===== src/rtl/binary_to_seven_segment_frame_assert.svh =====
// ----------------------------------------------------------------------------
// Seven-segment frame builder - assertion macros
// Concurrent assertion wrappers, compiled away when NO_ASSERTIONS is set.
// ----------------------------------------------------------------------------
`ifndef BINARY_TO_SEVEN_SEGMENT_FRAME_ASSERT_SVH
`define BINARY_TO_SEVEN_SEGMENT_FRAME_ASSERT_SVH

`ifndef NO_ASSERTIONS

// Same-cycle implication.
`define B2S_ASSERT_SAME(label, clk, rst_n, ante, cons) \
    label: assert property (@(posedge clk) disable iff (!rst_n) (ante) |-> (cons)) \
        else $error("assertion failed");

// Next-cycle implication.
`define B2S_ASSERT_NEXT(label, clk, rst_n, ante, cons) \
    label: assert property (@(posedge clk) disable iff (!rst_n) (ante) |=> (cons)) \
        else $error("assertion failed");

`else

`define B2S_ASSERT_SAME(label, clk, rst_n, ante, cons)
`define B2S_ASSERT_NEXT(label, clk, rst_n, ante, cons)

`endif

`endif


===== src/rtl/b2s_pkg.sv =====
// ----------------------------------------------------------------------------
// Seven-segment frame builder - package
// Shared command codes, controller/datapath interface types and segment table.
// ----------------------------------------------------------------------------
`default_nettype none

package b2s_pkg;

    localparam int NUM_DIGITS = 8;

    // Input command codes
    localparam logic [1:0] CMD_CONV8  = 2'd0;
    localparam logic [1:0] CMD_CONV4  = 2'd1;
    localparam logic [1:0] CMD_EMIT   = 2'd2;
    localparam logic [1:0] CMD_UNUSED = 2'd3;

    // Saturation limits
    localparam logic [31:0] MAX_EIGHT = 32'd99999999;
    localparam logic [31:0] MAX_FOUR  = 32'd9999;

    // Controller to datapath commands
    typedef struct packed {
        logic start_conv;
        logic four;
        logic step;
        logic store;
        logic start_emit;
        logic load_out;
    } t_dp_cmd;

    // Datapath to controller status
    typedef struct packed {
        logic conv_last;
        logic plane_last;
        logic out_free;
    } t_dp_stat;

    // Decimal digit to segment byte (a in bit 7, point in bit 0)
    function automatic logic [7:0] seg_code(input logic [3:0] digit);
        logic [7:0] code;
        case (digit)
            4'd0: code = 8'hFC;
            4'd1: code = 8'h60;
            4'd2: code = 8'hDA;
            4'd3: code = 8'hF2;
            4'd4: code = 8'h66;
            4'd5: code = 8'hB6;
            4'd6: code = 8'h3E;
            4'd7: code = 8'hE0;
            4'd8: code = 8'hFE;
            4'd9: code = 8'hE6;
            default: code = 8'h00;
        endcase
        return code;
    endfunction

endpackage

`default_nettype wire


===== src/rtl/binary_to_seven_segment_frame.sv =====
// ----------------------------------------------------------------------------
// Seven-segment frame builder - top level
// Binary to eight-digit seven-segment conversion and transposed frame output.
// ----------------------------------------------------------------------------
// Each input item carries a command. Convert-eight saturates the value to
// 99999999 and stores its eight decimal digits as segment bytes, digit 0 the
// most significant; convert-four saturates to 9999, blanks digits 0..3 and
// fills digits 4..7. Conversion is a bit-serial shift-add-3 loop over all 32
// value bits, so a convert item stalls the input through the accept, the
// shift loop and the store state, and produces no result. Update emits the
// stored 8x8 segment matrix transposed as eight writes, address k holding
// segment bit 7-k of every digit (digit 0 in bit 7), last set on the eighth;
// after acceptance it loads one write per cycle while the output is not
// stalled. An output register decouples the sides: a new item is taken
// as soon as the last write of a frame is loaded. Code 3 is dropped. After
// reset the display store is blank.
// ----------------------------------------------------------------------------
`default_nettype none

`include "binary_to_seven_segment_frame_assert.svh"

module binary_to_seven_segment_frame
    import b2s_pkg::*;
(
    input  wire logic        i_clk,
    input  wire logic        i_rst_n,
    input  wire logic        i_in_valid,
    output logic             o_in_stall,
    input  wire logic [1:0]  i_cmd,
    input  wire logic [31:0] i_value,
    output logic             o_out_valid,
    input  wire logic        i_out_stall,
    output logic [2:0]       o_ram_address,
    output logic [7:0]       o_ram_data,
    output logic             o_last
);

    t_dp_cmd  w_cmd;
    t_dp_stat w_stat;

    logic       w_in_take;
    logic       w_take_mid;
    logic [2:0] w_addr_inc;

    // Sequencer: idle, convert loop, store, emit
    b2s_ctrl u_ctrl (
        .i_clk      (i_clk),
        .i_rst_n    (i_rst_n),
        .i_in_valid (i_in_valid),
        .i_cmd      (i_cmd),
        .o_in_stall (o_in_stall),
        .i_stat     (w_stat),
        .o_cmd      (w_cmd)
    );

    // Converter, digit store, transpose and output register
    b2s_dp u_dp (
        .i_clk         (i_clk),
        .i_rst_n       (i_rst_n),
        .i_value       (i_value),
        .i_cmd         (w_cmd),
        .o_stat        (w_stat),
        .i_out_stall   (i_out_stall),
        .o_out_valid   (o_out_valid),
        .o_ram_address (o_ram_address),
        .o_ram_data    (o_ram_data),
        .o_last        (o_last)
    );

    // Handshake terms for the checks below
    assign w_in_take  = i_in_valid && !o_in_stall;
    assign w_take_mid = o_out_valid && !i_out_stall && !o_last;
    assign w_addr_inc = o_ram_address + 3'd1;

    // The frame's final write always targets the last plane
    `B2S_ASSERT_SAME(a_last_addr, i_clk, i_rst_n, o_out_valid && o_last, o_ram_address == 3'd7)

    // A taken write that is not the last is followed at once by the next plane
    `B2S_ASSERT_NEXT(a_emit_cont, i_clk, i_rst_n, w_take_mid, o_out_valid)

    `B2S_ASSERT_NEXT(a_emit_addr, i_clk, i_rst_n, w_take_mid, o_ram_address == $past(w_addr_inc))

    // A taken valid command leaves the block busy in the following cycle
    `B2S_ASSERT_NEXT(a_busy, i_clk, i_rst_n, w_in_take && (i_cmd != CMD_UNUSED), o_in_stall)

endmodule

`default_nettype wire


===== src/rtl/b2s_ctrl.sv =====
// ----------------------------------------------------------------------------
// Seven-segment frame builder - controller
// Sequences conversion, digit store and frame emission.
// ----------------------------------------------------------------------------
`default_nettype none

module b2s_ctrl
    import b2s_pkg::*;
(
    input  wire logic       i_clk,
    input  wire logic       i_rst_n,
    input  wire logic       i_in_valid,
    input  wire logic [1:0] i_cmd,
    output logic            o_in_stall,
    input  wire t_dp_stat   i_stat,
    output t_dp_cmd         o_cmd
);

    typedef enum logic [3:0] {
        S_IDLE  = 4'b0001,
        S_CONV  = 4'b0010,
        S_STORE = 4'b0100,
        S_EMIT  = 4'b1000
    } t_state;

    t_state r_state, n_state;

    always_ff @(posedge i_clk) begin
        if (!i_rst_n) begin
            r_state <= S_IDLE;
        end else begin
            r_state <= n_state;
        end
    end

    always_comb begin
        n_state = r_state;
        o_cmd   = '0;
        case (r_state)
            S_IDLE: begin
                if (i_in_valid) begin
                    case (i_cmd)
                        CMD_CONV8: begin
                            o_cmd.start_conv = 1'b1;
                            n_state          = S_CONV;
                        end
                        CMD_CONV4: begin
                            o_cmd.start_conv = 1'b1;
                            o_cmd.four       = 1'b1;
                            n_state          = S_CONV;
                        end
                        CMD_EMIT: begin
                            o_cmd.start_emit = 1'b1;
                            n_state          = S_EMIT;
                        end
                        default: begin
                            // drop unused code
                            n_state = S_IDLE;
                        end
                    endcase
                end
            end
            S_CONV: begin
                o_cmd.step = 1'b1;
                if (i_stat.conv_last) begin
                    n_state = S_STORE;
                end
            end
            S_STORE: begin
                o_cmd.store = 1'b1;
                n_state     = S_IDLE;
            end
            S_EMIT: begin
                o_cmd.load_out = i_stat.out_free;
                if (i_stat.out_free && i_stat.plane_last) begin
                    n_state = S_IDLE;
                end
            end
            default: begin
                n_state = S_IDLE;
            end
        endcase
    end

    assign o_in_stall = (r_state != S_IDLE);

endmodule

`default_nettype wire


===== src/rtl/b2s_dp.sv =====
// ----------------------------------------------------------------------------
// Seven-segment frame builder - datapath
// Serial shift-add-3 converter, digit segment store, plane transpose, output.
// ----------------------------------------------------------------------------
`default_nettype none

module b2s_dp
    import b2s_pkg::*;
(
    input  wire logic        i_clk,
    input  wire logic        i_rst_n,
    input  wire logic [31:0] i_value,
    input  wire t_dp_cmd     i_cmd,
    output t_dp_stat         o_stat,
    input  wire logic        i_out_stall,
    output logic             o_out_valid,
    output logic [2:0]       o_ram_address,
    output logic [7:0]       o_ram_data,
    output logic             o_last
);

    logic [31:0] r_bin;
    logic [31:0] r_bcd;
    logic [4:0]  r_cnt;
    logic        r_four;
    logic [2:0]  r_idx;
    logic [7:0]  r_seg [NUM_DIGITS];
    logic        r_out_valid;
    logic [2:0]  r_out_addr;
    logic [7:0]  r_out_data;
    logic        r_out_last;

    logic [31:0] n_bin_sat;
    logic [31:0] n_bcd_adj;
    logic [7:0]  n_plane;

    // Saturate the incoming value for the chosen digit count
    always_comb begin
        if (i_cmd.four) begin
            n_bin_sat = (i_value > MAX_FOUR) ? MAX_FOUR : i_value;
        end else begin
            n_bin_sat = (i_value > MAX_EIGHT) ? MAX_EIGHT : i_value;
        end
    end

    // Add 3 to every BCD digit of 5 or more before the shift
    always_comb begin
        for (int i = 0; i < NUM_DIGITS; i++) begin
            if (r_bcd[4*i +: 4] >= 4'd5) begin
                n_bcd_adj[4*i +: 4] = r_bcd[4*i +: 4] + 4'd3;
            end else begin
                n_bcd_adj[4*i +: 4] = r_bcd[4*i +: 4];
            end
        end
    end

    // Segment plane: digit d lands in bit 7-d
    always_comb begin
        for (int d = 0; d < NUM_DIGITS; d++) begin
            n_plane[7-d] = r_seg[d][3'd7 - r_idx];
        end
    end

    always_ff @(posedge i_clk) begin
        if (i_cmd.start_conv) begin
            r_bin  <= n_bin_sat;
            r_bcd  <= '0;
            r_cnt  <= '0;
            r_four <= i_cmd.four;
        end else if (i_cmd.step) begin
            r_bin <= {r_bin[30:0], 1'b0};
            r_bcd <= {n_bcd_adj[30:0], r_bin[31]};
            r_cnt <= r_cnt + 5'd1;
        end
    end

    always_ff @(posedge i_clk) begin
        if (i_cmd.start_emit) begin
            r_idx <= '0;
        end else if (i_cmd.load_out) begin
            r_idx <= r_idx + 3'd1;
        end
    end

    always_ff @(posedge i_clk) begin
        if (!i_rst_n) begin
            for (int d = 0; d < NUM_DIGITS; d++) begin
                r_seg[d] <= '0;
            end
        end else if (i_cmd.store) begin
            for (int d = 0; d < NUM_DIGITS; d++) begin
                if (r_four && d < 4) begin
                    r_seg[d] <= '0;
                end else begin
                    r_seg[d] <= seg_code(r_bcd[4*(7-d) +: 4]);
                end
            end
        end
    end

    always_ff @(posedge i_clk) begin
        if (!i_rst_n) begin
            r_out_valid <= 1'b0;
        end else if (i_cmd.load_out) begin
            r_out_valid <= 1'b1;
        end else if (!i_out_stall) begin
            r_out_valid <= 1'b0;
        end
    end

    always_ff @(posedge i_clk) begin
        if (i_cmd.load_out) begin
            r_out_addr <= r_idx;
            r_out_data <= n_plane;
            r_out_last <= (r_idx == 3'd7);
        end
    end

    assign o_stat.conv_last  = (r_cnt == 5'd31);
    assign o_stat.plane_last = (r_idx == 3'd7);
    assign o_stat.out_free   = !r_out_valid || !i_out_stall;

    assign o_out_valid   = r_out_valid;
    assign o_ram_address = r_out_addr;
    assign o_ram_data    = r_out_data;
    assign o_last        = r_out_last;

endmodule

`default_nettype wire

===== config.mk =====
export PLATFORM = sky130hd
export DESIGN_NAME = binary_to_seven_segment_frame
export DESIGN_NICKNAME = d
export VERILOG_FILES = /design/src/rtl/b2s_pkg.sv /design/src/rtl/binary_to_seven_segment_frame.sv /design/src/rtl/b2s_ctrl.sv /design/src/rtl/b2s_dp.sv
export VERILOG_INCLUDE_DIRS = /design/src /design/src/rtl
export SDC_FILE = /design/constraint.sdc
export NUM_CORES = 1
export LEC_CHECK = 0
export BUFFER_PORTS_ARGS = -buffer_cell sky130_fd_sc_hd__buf_2
export CAP_MARGIN = 20
export CORE_ASPECT_RATIO = 1.4
export CORE_UTILIZATION = 48
export DETAILED_ROUTE_END_ITERATION = 10
export PLACE_DENSITY = 0.68
export SLEW_MARGIN = 10
export SYNTH_ARGS = -nofsm -noshare
export SYNTH_HDL_FRONTEND = slang
export SYNTH_SLANG_ARGS = --single-unit

===== constraint.sdc =====
create_clock -name i_clk -period 4.15 [get_ports i_clk]
set_clock_uncertainty 0.05 [all_clocks]
set_input_delay 0.2075 -clock i_clk [delete_from_list [all_inputs] [get_ports i_clk]]
set_output_delay 0.2075 -clock i_clk [all_outputs]
set_load 0.01 [all_outputs]

==> Word level (Yosys, flattened, before mapping) <==
Memories as Yosys holds them, arrays and structs flattened. A register that Yosys moved wholly into a read port is not among the register bits.
Index checks and enable logic that the tools add are counted.
{ "totals": {"regBits": 90, "latchBits": 0, "mem_bits_rw": 64, "rom_bits": 896, "in_bits": 38, "output_inout_bits": 14, "word_cells": 180, "memories": 9} }
{ "classes": {"addsub": 11, "mul": 0, "n_div": 0, "n_lt_le_gt_ge": 11, "eq_ne": 13, "shift": 0, "n_mux": 106, "bitwise_logic": 12, "n_reduce_logical": 8} }
{ "memory_table": {"columns": ["memory", "words", "width", "rd", "rd_clocked_by_memory_dff", "write_ports", "line", "text"], "rows": [
  ["(no name shown)", 16, 7, 1, 1, 0, "b2s_pkg.sv:41", "case (digit)"],
  ["(no name shown)", 16, 7, 1, 1, 0, "b2s_pkg.sv:41", null],
  ["(no name shown)", 16, 7, 1, 1, 0, "b2s_pkg.sv:41", null],
  ["(no name shown)", 16, 7, 1, 1, 0, "b2s_pkg.sv:41", null],
  ["(no name shown)", 16, 7, 1, 1, 0, "b2s_pkg.sv:41", null],
  ["(no name shown)", 16, 7, 1, 1, 0, "b2s_pkg.sv:41", null],
  ["3 more memories", null, null, null, null, null, null, null]
]} }
{ "ops": {"columns": ["cell", "count"], "rows": [
  ["$mux 8", 32],
  ["$mux 32", 5],
  ["$mux 4", 26],
  ["$ge 4x3->1 const B", 8],
  ["$gt 32x14->1 const B", 1],
  ["$gt 32x27->1 const B", 1],
  ["$mux 1", 30],
  ["$add 4x2->4 const B", 7],
  ["$bmux 1 s3", 8],
  ["$or 1x1->1", 12],
  ["$pmux 4 s3", 1],
  ["$pmux 4 s2", 1],
  ["$ne 2x1->1 const B", 3],
  ["$add 5x1->5 const B", 1],
  ["$eq 5x5->1 const B", 1],
  ["$eq 4x1->1 const B", 1],
  ["$eq 4x2->1 const B", 1],
  ["$eq 4x3->1 const B", 1],
  ["$eq 4x4->1 const B", 1],
  ["$lt 3x4->1 const B", 1],
  ["$mux 2", 2],
  ["$ne 4x1->1 const B", 1],
  ["$add 3x1->3 const B", 1],
  ["$add 3x2->3 const B", 1],
  ["other kinds (13)", 14]
]} }

==> Depth between registers and ports, before layout <==
{ "logic_depth": {"depth_word": 7, "depth_mapped": 14, "depth_no_buf": 11} }

==> Hierarchy <==
From an unflattened synthesis, not the netlist that was laid out.
{ "hier_totals": {"cells_unflattened": 935, "hier_area_um2": 10406.2} }
{ "by_module_without_submodules": {"columns": ["mod", "n_inst", "cells_each", "area_each_um2", "seq_area_each_um2"], "rows": [
  ["b2s_dp", 1, 906, 10161.0, 4974.8],
  ["b2s_ctrl", 1, 29, 245.2, 80.1]
]} }

==> Least setup slack after synthesis <==
No wires, ideal clock.
{ "synth_path": {"path_type": "reg2reg", "from": "register u_ctrl.r_state[3]", "to": "register u_dp.r_bin[0] (enable)", "setup_ps": 389, "arrival_ps": 2565, "t_required_ps": 3711, "setup_slack_ps": 1145, "path_stages_with_launch": 8, "path_buffers": 4, "period_less_slack_ps": 3005, "path_cell_list": "dfxtp_1 > or4b_1 > buf_2 > or3b_1 > buf_6 > clkbuf_1 > clkbuf_1 > nand2_1"} }
{ "synth_between": {"elab_chain_cells": 3, "elab_cells_between_ends": 5, "classes_between": "2 x eq/ne; 2 x mux; 1 x reduce/logical"} }
{ "synth_rtl": {"columns": ["item", "line", "text"], "rows": [
  ["from (decl)", "b2s_ctrl.sv:26", "t_state r_state, n_state;"],
  ["from (signal assigned)", "b2s_ctrl.sv:32", "r_state <= n_state;"],
  ["$eq 4x2->1 / $eq 4x1->1 (equally long branches)", "b2s_ctrl.sv:39", "case (r_state)"],
  ["$mux 1 / $mux 2 (equally long branches)", "b2s_ctrl.sv:39", null],
  ["$reduce_bool 2->1 (no source line) (*)", null, null],
  ["to (signal assigned)", "b2s_dp.sv:66", "r_bin <= n_bin_sat;"],
  ["to (signal assigned)", "b2s_dp.sv:71", "r_bin <= {r_bin[30:0], 1'b0};"],
  ["to (decl)", "b2s_dp.sv:22", "logic [31:0] r_bin;"]
]} }
Every way passes the cells marked *; elsewhere a longest branch is shown, timed or not.
A chain may end at the register's enable or synchronous reset.

==> metrics.md <==
| Metric | Value |
|---|---|
| Final Max Slew Viols | 0 |
| Worst EP arrival | 3.75 ns |
| DRC | 0 |
| Vias per cell | 5.43 |
| Top post-synthesis cells by area | edfxtp_1, dfxtp_1, ha_1 |
| Worst Hold Class | in2reg |
| Antenna-violating nets left | 0 |
| Post-Layout Inst Area | 0.0109 sq mm |
| Clk buf depth | 3 |
| Status | complete, no violations |
| Layout cells sized above 1 | 0.137 |
| Total negative slack | 0 ns |
| EDFF count, synth | 101 |
| DRT iter0 DRCs | 283 |
| First-pass GRT wire length | 29000 microns |
| Worst setup margin | 0.764 ns |
| Worst Setup End Kind | flip-flop |
| Vias in the first global route | 6151 |
| Wirelength, routed | 17200 microns |
| CP Data Required Time | 4.51 ns |
| Syn. warnings | 0 |
| Worst-margin pin slew | 0.995 ns |
| Top-Level Pins | 52 |
| Starting Density | 0.494 |
| H-tree levels | 1 |
| Initial antenna violation count | 0 |
| Crit path max fanout | 54 |
| CTS tree | built |
| Top sig layer | met4 |
| Setup repair bufs after CTS | 0 |
| Share of flip-flops with an asynchronous set or reset | 0 |
| Gp weighted congestion | 0.828 |
| Area share of the largest cell type after synthesis | 0.316 |
| Clk pin slew, worst setup/hold paths | 0.06 ns |
| P&R area growth vs syn | 13.1% |
| Total Routing Usage GR | 0.173 |
| Netlist Area Pre-Place | 0.00961 sq mm |
| Core outline area | 0.0194 sq mm |
| Fmax | 295 MHz |
| Fin. Hold Viols | 0 |
| Clk_lat worst skew | 0.49 ns |
| Avg WL per Cell | 14.2 microns |
| Largest net degree at the start of global routing | 55 |
| RSZ-0062 raised after global routing | no |
| Area after DPL | 0.0101 sq mm |
| Die W | 122 microns |
| DP Worst Slack | 0.820 ns |
| Fin nets | 1049 |
| Library cells used by synthesis | 72 |
| Synth top cells by count | dfxtp_1, edfxtp_1, nor2_1 |
| Antenna diode count | 0 |
| MaxCap Viol Count | 0 |
| Die area | 0.0206 sq mm |
| Cell taking the most area after synthesis | edfxtp_1 |
| Metal-1 WL | 7710 microns |
| TritonCTS buffer count | 20 |
| Final setup viols | 0 |
| Tcrit/Tclk final | 0.816 |
| Seq cells post-synth | 202 |
| Setup Crit Path Kind | reg2reg |
| Clk root buf | clkbuf_16 |
| Buffers on Ports | 51 |
| Syn Area/Cell | 10.8 sq um |
| Core Rows | 60 |
| Post-synth top flop | edfxtp_1 |
| Sink Count | 202 |
| Register area share after synthesis | 0.526 |
| Met2 WL | 8370 microns |
| DRT Pass-1 Iters | 5 |
| Minimum clock period | 3.39 ns |
| DP Wirelength | 11600 microns |
| Pleak | 4.31 nW |
| Die Ht | 169 microns |
| Vias | 6588 |
| Total grt overflow | 0 |
| Post-Syn Nets | 987 |
| Startpoint type of the worst setup path | flip-flop |
| WL met3 | 749 microns |
| Slew Limit Headroom | 0.335 |
| Synthesized instance count | 889 |
| PwrDens | 385 mW/mm^2 |
| VDD IR max | 0.225 mV |
-- cells in the final DEF, fill, tap and decap left out, types with 14 or more instances in the layout --
| master | synthesis | layout |
|---|---|---|
| dlygate4sd3_1 | 0 | 18 |
| a221o_1 | 14 | 14 |
| ha_1 | 60 | 60 |
| buf_2 | 14 | 51 |
| nand2_1 | 48 | 48 |
| nor2_1 | 81 | 81 |
| o22ai_1 | 28 | 28 |
| a21o_1 | 14 | 14 |
| and3_1 | 16 | 16 |
| nand3_1 | 14 | 14 |
| a22o_1 | 15 | 15 |
| edfxtp_1 | 101 | 101 |
| and2_1 | 53 | 53 |
| o21ai_0 | 35 | 35 |
| a21oi_1 | 58 | 58 |
| clkbuf_16 | 0 | 21 |
| dfxtp_1 | 101 | 101 |
| inv_1 | 51 | 51 |
| nand2b_1 | 15 | 15 |
-- through the flow --
step                      hold slack, ns  std cells   util  total power, mW
final                             0.0102       1213  0.559             4.19
after CTS                      0.0000771       1213  0.559             4.23
after detailed placement           0.407       1159  0.517             2.48
after floorplan                    0.313        889      -             2.41
after global placement             0.397       1159  0.517             2.48
after global routing            0.000762       1213  0.559             4.35
-- report_power, final --
group	internal (mW)	switching [mW]	total, mW
combinational	0.115	0.141	0.256
sequential	2.16	0.0279	2.19
clock	1.01	0.733	1.74
total	3.29	0.902	4.19
-- worst paths after layout --
check	start	to	slack, ns	depth (start not counted)
min	i_value[22]	u_dp.r_bin[22]	0.01	2
max reg2reg	u_ctrl.r_state[3]	flip-flop	0.76	9
max	u_ctrl.r_state[3]	flip-flop	0.76	9
min reg2reg	u_dp.r_cnt[4]	u_dp.r_cnt[4]	0.42	2
-- routing by layer --
| metal | GRT usage | vias to the layer above |
|---|---|---|
| li1 | - | 3356 |
| met1 | 0.223 | 3073 |
| met2 | 0.299 | 135 |
| met3 | 0.0232 | 24 |
| met4 | 0.0574 | 0 |
| met5 | 0 | - |
-- area by class of cell --
class	instances	area, sq um
fill	1609	8580
sequential	202	5050
multi-input combinational	588	4120
clock buffer	27	558
timing repair buffer	82	533
tap	248	310
inverter	57	215
clock inverter	9	73.8
-- cell families (layout without fill, tap and decap cells) --
| group | after synthesis | count (layout) | share of synthesized area |
|---|---|---|---|
| xor+xnor | 8 | 8 | 0.00729 |
| simple gates | 269 | 269 | 0.143 |
| compound gates | 226 | 226 | 0.162 |
| flops | 202 | 202 | 0.526 |
| buf+inv | 99 | 175 | 0.0466 |
| fa+ha+maj | 60 | 60 | 0.0781 |
| mux | 25 | 25 | 0.0374 |
-- worst max-delay path: stages, from the launching register on --
cell and delay (ns):
dfxtp_1 0.36, or4b_2 1.13, a2111oi_0 0.46, a221oi_1 0.13, nor2_1 0.37, inv_1 0.13
ha_1 0.19, or2_1 0.23, nor2b_1 0.13, o22ai_1 0.11
-- what timing repair did --
action                                  4_1_cts  5_1_grt
hold endpoints to repair                     18        0
endpoints found under the setup margin        0        0
hold buffers                                 18        0
resized for setup                             0        0
Note: power is estimated with default switching activity, not from simulation.
